--- src/hdl/ospf_dr_pkg.sv ---
// Shared types and constants for the OSPF interface state machine and DR election.
// No dependencies.
`default_nettype none

package ospf_dr_pkg;

    localparam int NEIGHBORS = 16;
    localparam int IDX_W     = (NEIGHBORS > 1) ? $clog2(NEIGHBORS) : 1;
    localparam int ID_W      = 32;
    localparam int PRIO_W    = 8;
    localparam int CFG_W     = 32;
    localparam int CFG_IDX_W = 2;

    localparam logic OP_WRITE = 1'b0;
    localparam logic OP_EVENT = 1'b1;

    localparam logic [CFG_IDX_W-1:0] CFG_OWN_ID   = 2'd0;
    localparam logic [CFG_IDX_W-1:0] CFG_OWN_PRIO = 2'd1;
    localparam logic [CFG_IDX_W-1:0] CFG_IF_TYPE  = 2'd2;

    typedef enum logic [2:0] {
        EV_NONE     = 3'd0,
        EV_UP       = 3'd1,
        EV_WAIT_TMR = 3'd2,
        EV_BACKUP   = 3'd3,
        EV_NBR_CHG  = 3'd4,
        EV_LOOP     = 3'd5,
        EV_UNLOOP   = 3'd6,
        EV_DOWN     = 3'd7
    } ev_t;

    typedef enum logic [2:0] {
        IFS_DOWN   = 3'd0,
        IFS_LOOP   = 3'd1,
        IFS_WAIT   = 3'd2,
        IFS_PTP    = 3'd3,
        IFS_OTHER  = 3'd4,
        IFS_BACKUP = 3'd5,
        IFS_DR     = 3'd6
    } ifs_t;

    typedef enum logic [2:0] {
        SQ_IDLE,
        SQ_EXEC,
        SQ_FLAGS,
        SQ_SCAN_BDR,
        SQ_SCAN_DR,
        SQ_ROLE,
        SQ_DONE
    } seq_t;

endpackage

`default_nettype wire

--- src/hdl/ospf_interface_fsm_dr_election.sv ---
// OSPF interface state machine with neighbour table and DR/BDR election.
// Depends on ospf_dr_pkg.
//
// One request is taken at a time; in_stall is high from acceptance until the result is
// registered. A neighbour write or a non-electing event goes from the execute state
// straight to the done state. An electing event runs one or two election rounds on a
// single shared priority/id comparator that walks the neighbour table one entry per cycle,
// first for the BDR and then, if any neighbour declares itself DR, for the DR; each round
// passes through the flags, BDR scan, optional DR scan and role states. A finished result
// waits in the output register while the next request is accepted.
`default_nettype none

module ospf_interface_fsm_dr_election
    import ospf_dr_pkg::*;
(
    input  wire logic                 clk,
    input  wire logic                 rst_n,

    input  wire logic                 cfg_we,
    input  wire logic [CFG_IDX_W-1:0] cfg_index,
    input  wire logic [CFG_W-1:0]     cfg_data,

    input  wire logic                 in_valid,
    output logic                      in_stall,
    input  wire logic                 op,
    input  wire logic [2:0]           event_req,
    input  wire logic [3:0]           nbr_index,
    input  wire logic                 nbr_valid,
    input  wire logic [ID_W-1:0]      nbr_id,
    input  wire logic [PRIO_W-1:0]    nbr_prio,
    input  wire logic                 nbr_two_way,
    input  wire logic [ID_W-1:0]      nbr_decl_dr,
    input  wire logic [ID_W-1:0]      nbr_decl_bdr,

    output logic                      out_valid,
    input  wire logic                 out_stall,
    output logic [2:0]                iface_state,
    output logic [ID_W-1:0]           dr_id,
    output logic [ID_W-1:0]           bdr_id,
    output logic                      state_changed,
    output logic                      net_lsa_req,
    output logic                      hello_on,
    output logic                      wait_on,
    output logic                      kill_nbrs
);

    // configuration
    logic [ID_W-1:0]   own_id_reg;
    logic [PRIO_W-1:0] own_prio_reg;
    logic              if_type_reg;

    // captured request
    logic              in_op_reg;
    ev_t               in_ev_reg;
    logic [3:0]        in_idx_reg;
    logic              in_vld_reg;
    logic [ID_W-1:0]   in_id_reg;
    logic [PRIO_W-1:0] in_prio_reg;
    logic              in_tw_reg;
    logic [ID_W-1:0]   in_ddr_reg;
    logic [ID_W-1:0]   in_dbdr_reg;

    // interface state
    ifs_t              cur_state_reg;
    logic [ID_W-1:0]   cur_dr_reg;
    logic [ID_W-1:0]   cur_bdr_reg;

    // neighbour table
    logic [NEIGHBORS-1:0] tbl_valid_reg;
    logic [ID_W-1:0]      tbl_id_reg       [NEIGHBORS];
    logic [PRIO_W-1:0]    tbl_prio_reg     [NEIGHBORS];
    logic                 tbl_two_way_reg  [NEIGHBORS];
    logic [ID_W-1:0]      tbl_decl_dr_reg  [NEIGHBORS];
    logic [ID_W-1:0]      tbl_decl_bdr_reg [NEIGHBORS];

    // election
    logic [NEIGHBORS-1:0] elig_reg;
    logic [NEIGHBORS-1:0] dr_cand_reg;
    logic [NEIGHBORS-1:0] bdr_cand_reg;
    logic [NEIGHBORS-1:0] no_dr_reg;
    logic                 any_dr_reg;
    logic                 any_bdr_reg;
    logic [IDX_W-1:0]     scan_idx_reg;
    logic [ID_W-1:0]      best_id_reg;
    logic [PRIO_W-1:0]    best_prio_reg;
    logic                 have_reg;
    logic                 second_reg;

    // result
    ifs_t                 res_state_reg;
    logic                 res_kill_reg;

    // output register
    logic                 out_valid_reg;
    ifs_t                 out_state_reg;
    logic [ID_W-1:0]      out_dr_reg;
    logic [ID_W-1:0]      out_bdr_reg;
    logic                 out_chg_reg;
    logic                 out_net_reg;
    logic                 out_hello_reg;
    logic                 out_wait_reg;
    logic                 out_kill_reg;

    seq_t seq_reg, seq_next;

    // control strobes
    logic load_in;
    logic tbl_wr;
    logic clr_roles;
    logic res_we;
    ifs_t res_val;
    logic res_kill;
    logic flags_we;
    logic scan_we;
    logic decl_we;
    logic second_set;
    logic second_clr;
    logic load_out;

    // scan datapath
    logic             scan_last;
    logic             sel;
    logic             take;
    logic [ID_W-1:0]  pick_id;
    ifs_t             role;
    logic             rerun;
    logic [NEIGHBORS-1:0] elig_now;
    logic [NEIGHBORS-1:0] drc_now;
    logic [NEIGHBORS-1:0] bdrc_now;

    assign scan_last = (scan_idx_reg == IDX_W'(NEIGHBORS - 1));
    assign sel = (seq_reg == SQ_SCAN_BDR)
               ? (any_bdr_reg ? bdr_cand_reg[scan_idx_reg] : no_dr_reg[scan_idx_reg])
               : dr_cand_reg[scan_idx_reg];
    assign take = sel && (!have_reg ||
                  {tbl_prio_reg[scan_idx_reg], tbl_id_reg[scan_idx_reg]} >
                  {best_prio_reg, best_id_reg});
    assign pick_id = take ? tbl_id_reg[scan_idx_reg] : best_id_reg;

    assign role = (cur_dr_reg == own_id_reg)  ? IFS_DR :
                  (cur_bdr_reg == own_id_reg) ? IFS_BACKUP : IFS_OTHER;
    assign rerun = !second_reg && ((cur_state_reg < IFS_OTHER) || (role != cur_state_reg));

    always_comb
    begin
        for (int i = 0; i < NEIGHBORS; i++)
        begin
            elig_now[i] = tbl_valid_reg[i] && (tbl_id_reg[i] != '0) &&
                          (tbl_prio_reg[i] != '0) && tbl_two_way_reg[i];
            drc_now[i]  = elig_now[i] && (tbl_id_reg[i] == tbl_decl_dr_reg[i]);
            bdrc_now[i] = elig_now[i] && !drc_now[i] &&
                          (tbl_id_reg[i] == tbl_decl_bdr_reg[i]);
        end
    end

    // sequencer
    always_ff @(posedge clk or negedge rst_n)
    begin
        if (!rst_n)
        begin
            seq_reg <= SQ_IDLE;
        end
        else
        begin
            seq_reg <= seq_next;
        end
    end

    always_comb
    begin
        seq_next   = seq_reg;
        in_stall   = 1'b1;
        load_in    = 1'b0;
        tbl_wr     = 1'b0;
        clr_roles  = 1'b0;
        res_we     = 1'b0;
        res_val    = cur_state_reg;
        res_kill   = 1'b0;
        flags_we   = 1'b0;
        scan_we    = 1'b0;
        decl_we    = 1'b0;
        second_set = 1'b0;
        second_clr = 1'b0;
        load_out   = 1'b0;
        case (seq_reg)
            SQ_IDLE:
            begin
                in_stall = 1'b0;
                if (in_valid)
                begin
                    load_in  = 1'b1;
                    seq_next = SQ_EXEC;
                end
            end
            SQ_EXEC:
            begin
                res_we   = 1'b1;
                seq_next = SQ_DONE;
                if (in_op_reg == OP_WRITE)
                begin
                    tbl_wr = 1'b1;
                end
                else
                begin
                    case (in_ev_reg)
                        EV_LOOP:
                        begin
                            res_val = IFS_LOOP;
                        end
                        EV_DOWN:
                        begin
                            if (cur_state_reg != IFS_DOWN)
                            begin
                                res_val   = IFS_DOWN;
                                res_kill  = 1'b1;
                                clr_roles = 1'b1;
                            end
                        end
                        EV_UP:
                        begin
                            if (cur_state_reg == IFS_DOWN)
                            begin
                                if (if_type_reg)
                                    res_val = IFS_PTP;
                                else if (own_prio_reg == '0)
                                    res_val = IFS_OTHER;
                                else
                                    res_val = IFS_WAIT;
                            end
                        end
                        EV_UNLOOP:
                        begin
                            if (cur_state_reg == IFS_LOOP)
                                res_val = IFS_DOWN;
                        end
                        EV_WAIT_TMR, EV_BACKUP:
                        begin
                            if (cur_state_reg == IFS_WAIT)
                            begin
                                res_we     = 1'b0;
                                second_clr = 1'b1;
                                seq_next   = SQ_FLAGS;
                            end
                        end
                        EV_NBR_CHG:
                        begin
                            if (cur_state_reg >= IFS_OTHER && cur_state_reg <= IFS_DR)
                            begin
                                res_we     = 1'b0;
                                second_clr = 1'b1;
                                seq_next   = SQ_FLAGS;
                            end
                        end
                        default:
                        begin
                            res_val = cur_state_reg;
                        end
                    endcase
                end
            end
            SQ_FLAGS:
            begin
                flags_we = 1'b1;
                seq_next = SQ_SCAN_BDR;
            end
            SQ_SCAN_BDR:
            begin
                scan_we = 1'b1;
                if (scan_last)
                    seq_next = any_dr_reg ? SQ_SCAN_DR : SQ_ROLE;
            end
            SQ_SCAN_DR:
            begin
                scan_we = 1'b1;
                if (scan_last)
                    seq_next = SQ_ROLE;
            end
            SQ_ROLE:
            begin
                decl_we = rerun || second_reg;
                if (rerun)
                begin
                    second_set = 1'b1;
                    seq_next   = SQ_FLAGS;
                end
                else
                begin
                    res_we   = 1'b1;
                    res_val  = role;
                    seq_next = SQ_DONE;
                end
            end
            SQ_DONE:
            begin
                if (!out_valid_reg || !out_stall)
                begin
                    load_out = 1'b1;
                    seq_next = SQ_IDLE;
                end
            end
            default:
            begin
                seq_next = SQ_IDLE;
            end
        endcase
    end

    // configuration registers
    always_ff @(posedge clk or negedge rst_n)
    begin
        if (!rst_n)
        begin
            own_id_reg   <= '0;
            own_prio_reg <= PRIO_W'(1);
            if_type_reg  <= 1'b0;
        end
        else if (cfg_we)
        begin
            case (cfg_index)
                CFG_OWN_ID:   own_id_reg   <= cfg_data[ID_W-1:0];
                CFG_OWN_PRIO: own_prio_reg <= cfg_data[PRIO_W-1:0];
                CFG_IF_TYPE:  if_type_reg  <= cfg_data[0];
                default:      own_id_reg   <= own_id_reg;
            endcase
        end
    end

    // request capture
    always_ff @(posedge clk)
    begin
        if (load_in)
        begin
            in_op_reg   <= op;
            in_ev_reg   <= ev_t'(event_req);
            in_idx_reg  <= nbr_index;
            in_vld_reg  <= nbr_valid;
            in_id_reg   <= nbr_id;
            in_prio_reg <= nbr_prio;
            in_tw_reg   <= nbr_two_way;
            in_ddr_reg  <= nbr_decl_dr;
            in_dbdr_reg <= nbr_decl_bdr;
        end
    end

    // neighbour table
    always_ff @(posedge clk or negedge rst_n)
    begin
        if (!rst_n)
        begin
            tbl_valid_reg <= '0;
        end
        else if (tbl_wr && (int'(in_idx_reg) < NEIGHBORS))
        begin
            tbl_valid_reg[IDX_W'(in_idx_reg)] <= in_vld_reg;
        end
    end

    always_ff @(posedge clk)
    begin
        if (tbl_wr && (int'(in_idx_reg) < NEIGHBORS))
        begin
            tbl_id_reg[IDX_W'(in_idx_reg)]       <= in_id_reg;
            tbl_prio_reg[IDX_W'(in_idx_reg)]     <= in_prio_reg;
            tbl_two_way_reg[IDX_W'(in_idx_reg)]  <= in_tw_reg;
            tbl_decl_dr_reg[IDX_W'(in_idx_reg)]  <= in_ddr_reg;
            tbl_decl_bdr_reg[IDX_W'(in_idx_reg)] <= in_dbdr_reg;
        end
        else if (decl_we)
        begin
            for (int i = 0; i < NEIGHBORS; i++)
            begin
                if (elig_reg[i] && (tbl_id_reg[i] == own_id_reg))
                begin
                    tbl_decl_dr_reg[i]  <= cur_dr_reg;
                    tbl_decl_bdr_reg[i] <= cur_bdr_reg;
                end
            end
        end
    end

    // election scan
    always_ff @(posedge clk or negedge rst_n)
    begin
        if (!rst_n)
        begin
            scan_idx_reg <= '0;
            have_reg     <= 1'b0;
            second_reg   <= 1'b0;
        end
        else
        begin
            if (second_clr)
                second_reg <= 1'b0;
            else if (second_set)
                second_reg <= 1'b1;
            if (flags_we)
            begin
                scan_idx_reg <= '0;
                have_reg     <= 1'b0;
            end
            else if (scan_we)
            begin
                scan_idx_reg <= scan_last ? '0 : scan_idx_reg + IDX_W'(1);
                have_reg     <= scan_last ? 1'b0 : (have_reg || take);
            end
        end
    end

    always_ff @(posedge clk)
    begin
        if (flags_we)
        begin
            elig_reg     <= elig_now;
            dr_cand_reg  <= drc_now;
            bdr_cand_reg <= bdrc_now;
            no_dr_reg    <= elig_now & ~drc_now;
            any_dr_reg   <= |drc_now;
            any_bdr_reg  <= |bdrc_now;
            best_id_reg  <= '0;
            best_prio_reg <= '0;
        end
        else if (scan_we)
        begin
            if (scan_last)
            begin
                best_id_reg   <= '0;
                best_prio_reg <= '0;
            end
            else if (take)
            begin
                best_id_reg   <= tbl_id_reg[scan_idx_reg];
                best_prio_reg <= tbl_prio_reg[scan_idx_reg];
            end
        end
    end

    // interface state, DR and BDR
    always_ff @(posedge clk or negedge rst_n)
    begin
        if (!rst_n)
        begin
            cur_state_reg <= IFS_DOWN;
            cur_dr_reg    <= '0;
            cur_bdr_reg   <= '0;
        end
        else
        begin
            if (clr_roles)
            begin
                cur_dr_reg  <= '0;
                cur_bdr_reg <= '0;
            end
            else if (scan_we && scan_last)
            begin
                if (seq_reg == SQ_SCAN_BDR)
                begin
                    cur_bdr_reg <= pick_id;
                    if (!any_dr_reg)
                        cur_dr_reg <= pick_id;
                end
                else
                begin
                    cur_dr_reg <= pick_id;
                end
            end
            if (load_out)
                cur_state_reg <= res_state_reg;
        end
    end

    always_ff @(posedge clk)
    begin
        if (res_we)
        begin
            res_state_reg <= res_val;
            res_kill_reg  <= res_kill;
        end
    end

    // output register
    always_ff @(posedge clk or negedge rst_n)
    begin
        if (!rst_n)
        begin
            out_valid_reg <= 1'b0;
        end
        else if (load_out)
        begin
            out_valid_reg <= 1'b1;
        end
        else if (!out_stall)
        begin
            out_valid_reg <= 1'b0;
        end
    end

    always_ff @(posedge clk)
    begin
        if (load_out)
        begin
            out_state_reg <= res_state_reg;
            out_dr_reg    <= cur_dr_reg;
            out_bdr_reg   <= cur_bdr_reg;
            out_chg_reg   <= (res_state_reg != cur_state_reg);
            out_net_reg   <= (res_state_reg != cur_state_reg) && (res_state_reg == IFS_DR);
            out_hello_reg <= (res_state_reg >= IFS_WAIT) && (res_state_reg <= IFS_DR);
            out_wait_reg  <= (res_state_reg == IFS_WAIT);
            out_kill_reg  <= res_kill_reg;
        end
    end

    assign out_valid     = out_valid_reg;
    assign iface_state   = out_state_reg;
    assign dr_id         = out_dr_reg;
    assign bdr_id        = out_bdr_reg;
    assign state_changed = out_chg_reg;
    assign net_lsa_req   = out_net_reg;
    assign hello_on      = out_hello_reg;
    assign wait_on       = out_wait_reg;
    assign kill_nbrs     = out_kill_reg;

`ifndef SYNTHESIS
    a_idle_holds: assert property (@(posedge clk) disable iff (!rst_n)
        (seq_reg == SQ_IDLE && !in_valid) |=> (seq_reg == SQ_IDLE))
        else $error("sequencer left idle without a request");

    a_net_lsa_on_change: assert property (@(posedge clk) disable iff (!rst_n)
        out_valid |-> !(net_lsa_req && !state_changed))
        else $error("network LSA flagged without a state change");

    a_kill_clears: assert property (@(posedge clk) disable iff (!rst_n)
        (out_valid && kill_nbrs) |->
            (iface_state == IFS_DOWN && dr_id == '0 && bdr_id == '0))
        else $error("neighbour kill without down state and cleared roles");

    a_load_needs_slot: assert property (@(posedge clk) disable iff (!rst_n)
        load_out |-> (!out_valid_reg || !out_stall))
        else $error("result overwrote a stalled output");

    a_scan_start: assert property (@(posedge clk) disable iff (!rst_n)
        (seq_reg == SQ_FLAGS) |=> (seq_reg == SQ_SCAN_BDR && scan_idx_reg == '0))
        else $error("election scan did not start at the first entry");
`endif

endmodule

`default_nettype wire

--- config.mk ---
export PLATFORM = sky130hd
export DESIGN_NAME = ospf_interface_fsm_dr_election
export DESIGN_NICKNAME = d
export VERILOG_FILES = /design/src/hdl/ospf_dr_pkg.sv /design/src/hdl/ospf_interface_fsm_dr_election.sv
export SDC_FILE = /design/constraint.sdc
export NUM_CORES = 2
export LEC_CHECK = 0
export ABC_AREA = 1
export BUFFER_PORTS_ARGS = -buffer_cell sky130_fd_sc_hd__buf_2
export CAP_MARGIN = 20
export CORE_MARGIN = 2
export CORE_UTILIZATION = 63
export DETAILED_ROUTE_END_ITERATION = 8
export GPL_TIMING_DRIVEN = 0
export PLACE_DENSITY = 0.8
export SYNTH_ARGS = -nofsm -noshare
export SYNTH_HDL_FRONTEND = slang
export SYNTH_SLANG_ARGS = --single-unit
--- constraint.sdc ---
create_clock -name clk -period 8.5 [get_ports clk]
set_input_delay 2.125 -clock clk [delete_from_list [all_inputs] [get_ports clk]]
set_output_delay 2.125 -clock clk [all_outputs]
set_load 0.01 [all_outputs]
==> reports/qor.yml, run 1 <==
status: "did not finish"
chipHeight_um: 417
num_io_pins: 227
lastStage: "5_1_grt"
dp_hpwl_um: 457000
chipWidth_um: 417
ys_types: 58
synth_fp_nets: 11099
gp_congestion: 1.26
ys_async_sr_fraction_pct: 6.35
cts_hold_buf: 0
grt_max_degree: 86
synth_top_cells_by_area: "edfxtp_1 54%, nand2_1 7.8%, o21ai_0 4.2%"
track_usage_pct: 75.8
synth_top_area_cell: "edfxtp_1"
synthCells: 10905
synth_edf_count: 1936
yosysWarnings: 0
port_buffers: 226
initial_core_util_pct: 63.4
synth.avg_cell_area_um2: 9.84
cts.sinks: 2110
cts_root_buf: "clkbuf_16"
rows: 151
cts_buffers: 208
yosysTopAreaCellShare_pct: 54.2
synthesis.area_um2: 107000
clockBufferDepth: 3
cts_resized: 0
cts_setup_buffers: 0
yosysSeqAreaShare_pct: 58.0
placed_area_um2: 113000
grt_overflow: 6
first-error: "[ERROR GRT-0232] Routing congestion too high. Check the congestion heatmap in the GUI."
ys_seq_elements: 2110
synth_flop_cell: "edfxtp_1"
cts.htree.levels: 4
[kinds of logic after synthesis]
kind of cell | share of synthesized area (%)
XOR/XNOR | 8.18
flip-flops | 58.0
multiplexers | 0.00933
AO/OA/AOI/OAI | 10.7
adder cells (fa/ha/maj) | 0.478
buffers and inverters | 6.06
AND/OR/NAND/NOR | 16.6
[Yosys cell counts, drive strengths merged, types with 151 or more instances]
| cell type | number |
|---|---|
| a21oi | 325 |
| buf | 353 |
| clkbuf | 413 |
| edfxtp | 1936 |
| inv | 772 |
| nand2 | 2241 |
| nand3 | 367 |
| nand4 | 329 |
| nor2 | 666 |
| nor4 | 151 |
| o21ai | 1473 |
| o22ai | 195 |
| xnor2 | 509 |
| xor2 | 494 |
[metrics by stage]
step                cells  hold slack (ps)  util, %  setup slack [ps]   TNS, ps
floorplan           10905              400        -              1030         0
global placement    13349              401     65.7             -2520  -1956690
detailed placement  13422              426     66.7              1230         0
CTS                 13817              438     70.9              1070         0
[routing by layer]
layer  track usage (%)  overflow
met1              76.4         0
met2              92.6         3
met3              58.1         1
met4              77.1         2
met5              32.4         0
==> inputs of run 2 (changes only) <==
CORE_UTILIZATION = 40   (was 63)
PLACE_DENSITY = unset   (was 0.8)
PLACE_DENSITY_LB_ADDON = 0.15   (was unset)
==> run 2 against run 1 <==
Effect of this change:
- synthesized cell count is the same
- area after synthesis unchanged
- the flow now finishes, with violations (setup timing)
==> reports/qor.yml, run 2 <==
r2r_cells: 21
synth_flop_cell: "edfxtp_1"
peakVddDrop_uv: 237
fin_ws_ps: -325
final_layout_size_suffix_gt1_share_pct: 10.8
grt_pass1_vias: 87803
crit_chain: "clkbuf_1 -> buf_2 -> buf_2 -> buf_2 -> o21ai_0 -> o211ai_1 -> o31ai_1 -> o21ai_1 -> ha_1 -> nand2_1 -> nor2_1 -> nand4_1 -> nor2_1 -> nand4_1 -> nand2_1 -> nand2_1 -> nand2_1 -> clkbuf_1 -> nand2_1 -> nand4_1 -> nand2_1"
cts_root_buf: "clkbuf_16"
path_depth: 21
finalClockSkew_ps: 57.6
synthesis.area_um2: 107000
finalCritPeriodShare_pct: 104
cts.sinks: 2110
final_hold_viol_count: 0
status: "finished with violations"
leakagePower_nw: 46.5
cts.htree.levels: 4
nets: 11695
cp_top_family: "buffers and inverters"
gp_congestion: 1.15
synth.cells.most_frequent: "2239 x nand2_1, 1936 x edfxtp_1, 907 x o21ai_0"
insertion_delay_ps: 1010
start_kind: "register"
synth_top_cells_by_area: "edfxtp_1 54%, nand2_1 7.8%, o21ai_0 4.2%"
chipHeight_um: 522
synth.avg_cell_area_um2: 9.84
drt-initial-drc-count: 16582
critPathMaxStageDelay_ps: 950
clockBufferDepth: 4
track_usage_pct: 48.0
synth_top_area_cell: "edfxtp_1"
ys_async_sr_fraction_pct: 6.35
end_kind: "register"
ant_nets: 0
drc: 0
num_io_pins: 227
yosysTopAreaCellShare_pct: 54.2
met3_usage_pct: 13.5
ys_seq_elements: 2110
rsz0062_at_grt: "no"
viasPerCell: 6.38
met2_usage_pct: 69.8
dp_hpwl_um: 541000
max_freq_mhz: 113
layout_common_cells: "2225 x nand2_1, 1936 x edfxtp_1, 905 x o21ai_0, 748 x inv_1, 645 x nor2_1"
hold_class: "register to register"
power.total_mw: 35.0
drv_slew: 0
rows: 190
synthCells: 10905
initial_core_util_pct: 40.1
use_met1_pct: 56.7
period_minus_slack_ps: 8820
layout_commonest_cell: "nand2_1"
cts_buffers: 235
antenna_found_initial: 88
cp_slowest_cell: "o21ai_1"
grt_first_pass_wirelength_um: 847000
relSlewSlack_pct: 8.58
yosysWarnings: 0
grt_overflow: 0
violations: "setup timing"
critPathBufInv: 5
crit_type: "register to register"
die_area_um2: 272000
vias: 97781
grt_max_degree: 69
chipWidth_um: 522
maxCapViolations: 0
arrival_ps: 9650
syn_to_final_growth_pct: 15.4
cts_setup_buffers: 0
port_buffers: 226
core_um2: 267000
first_pass_iters: 9
ys_types: 58
synth_fp_nets: 11099
routed_wirelength_um: 672000
path_max_fanout: 12
p_per_area_nw_per_um2: 282
worstPathRequired_ps: 9330
path_common_cell: "nand2_1"
final_core_util_pct: 46.3
yosysSeqAreaShare_pct: 58.0
synth_edf_count: 1936
top_usage_layer: "met2"
clkTransAtPathRegs_ps: 60
setup_violations: 94
cts_tree: "built"
worst_pin_slew_ps: 1370
route.detailed.wl_per_inst_um: 43.8
min_path_cells: 0
synth.most_common_cell: "nand2_1"
-- run 2: cell families after synthesis --
group / after synthesis / synth area share (%)
mux: 1 / 0.00933
flops: 2110 / 58.0
compound gates: 2141 / 10.7
fa+ha+maj: 41 / 0.478
buf+inv: 1538 / 6.06
simple gates: 4071 / 16.6
xor+xnor: 1003 / 8.18
-- run 2: worst reg2reg max path: stages (launching register included) --
cell and delay [ps]:
dfrtp_1 360, clkbuf_1 640, buf_2 640, buf_2 900, buf_2 860, o21ai_0 230, o211ai_1 290, o31ai_1 120
o21ai_1 950, ha_1 270, nand2_1 70, nor2_1 110, nand4_1 160, nor2_1 690, nand4_1 190, nand2_1 410
nand2_1 290, nand2_1 410, clkbuf_1 500, nand2_1 190, nand4_1 280, nand2_1 100
-- run 2: final cells by class --
type | count | area (um^2)
Tap cell | 3552 | 4440
Clock buffer | 291 | 6360
Inverter | 772 | 2910
Buffer | 765 | 3620
Timing Repair Buffer | 360 | 3680
Fill cell | 25294 | 144000
Sequential cell | 2110 | 62300
Antenna cell | 71 | 178
Clock inverter | 148 | 1480
Multi-Input combinational cell | 7257 | 38900
-- run 2: final timing paths --
| path | slack, ps | end | startpoint |
|---|---|---|---|
| worst min-delay path | 420 | kill_nbrs$_DFFE_PP_ | res_kill_reg$_DFFE_PP_ |
| min in group asynchronous | 1160 | own_id_reg[1]$_DFFE_PN0P_ | rst_n |
| worst max register to register | -320 | cur_dr_reg[15]$_DFFE_PN0P_ | scan_idx_reg[1]$_DFFE_PN0P_ |
| worst max-delay path | -320 | cur_dr_reg[15]$_DFFE_PN0P_ | scan_idx_reg[1]$_DFFE_PN0P_ |
| worst min register to register | 420 | kill_nbrs$_DFFE_PP_ | res_kill_reg$_DFFE_PP_ |
| max in group asynchronous | 6300 | tbl_valid_reg[9]$_DFFE_PN0P_ | rst_n |
-- run 2: through the flow --
step	instances	setup WS, ps	hold WS, ps	TNS [ps]	cell area [um^2]
after detailed placement	14800	346	408	0	116000
after global routing	15262	64.1	443	0	124000
final	15326	-325	421	-11300	124000
after floorplan	10905	1030	400	0	107000
after CTS	15239	278	422	0	123000
after global placement	14683	-3690	411	-2930830	113000
-- run 2: routing by layer --
metal | vias up | share of wire (%)
li1 | 38955 | -
met1 | 48374 | 35
met2 | 8154 | 42
met3 | 2270 | 11
met4 | 28 | 11
met5 | - | 0.095
-- run 2: repair_timing --
action | 4_1_cts | 5_1_grt
gates resized for setup | 0 | 1
setup endpoints to repair | 0 | 56
hold buffers | 0 | 0
-- run 2: power by group --
group	switching, mW	internal (mW)
logic	8.93	2.22
clock network	4.72	5.95
registers	0.744	12.4
total	14.4	20.6
(Power assumes the default switching activity.)
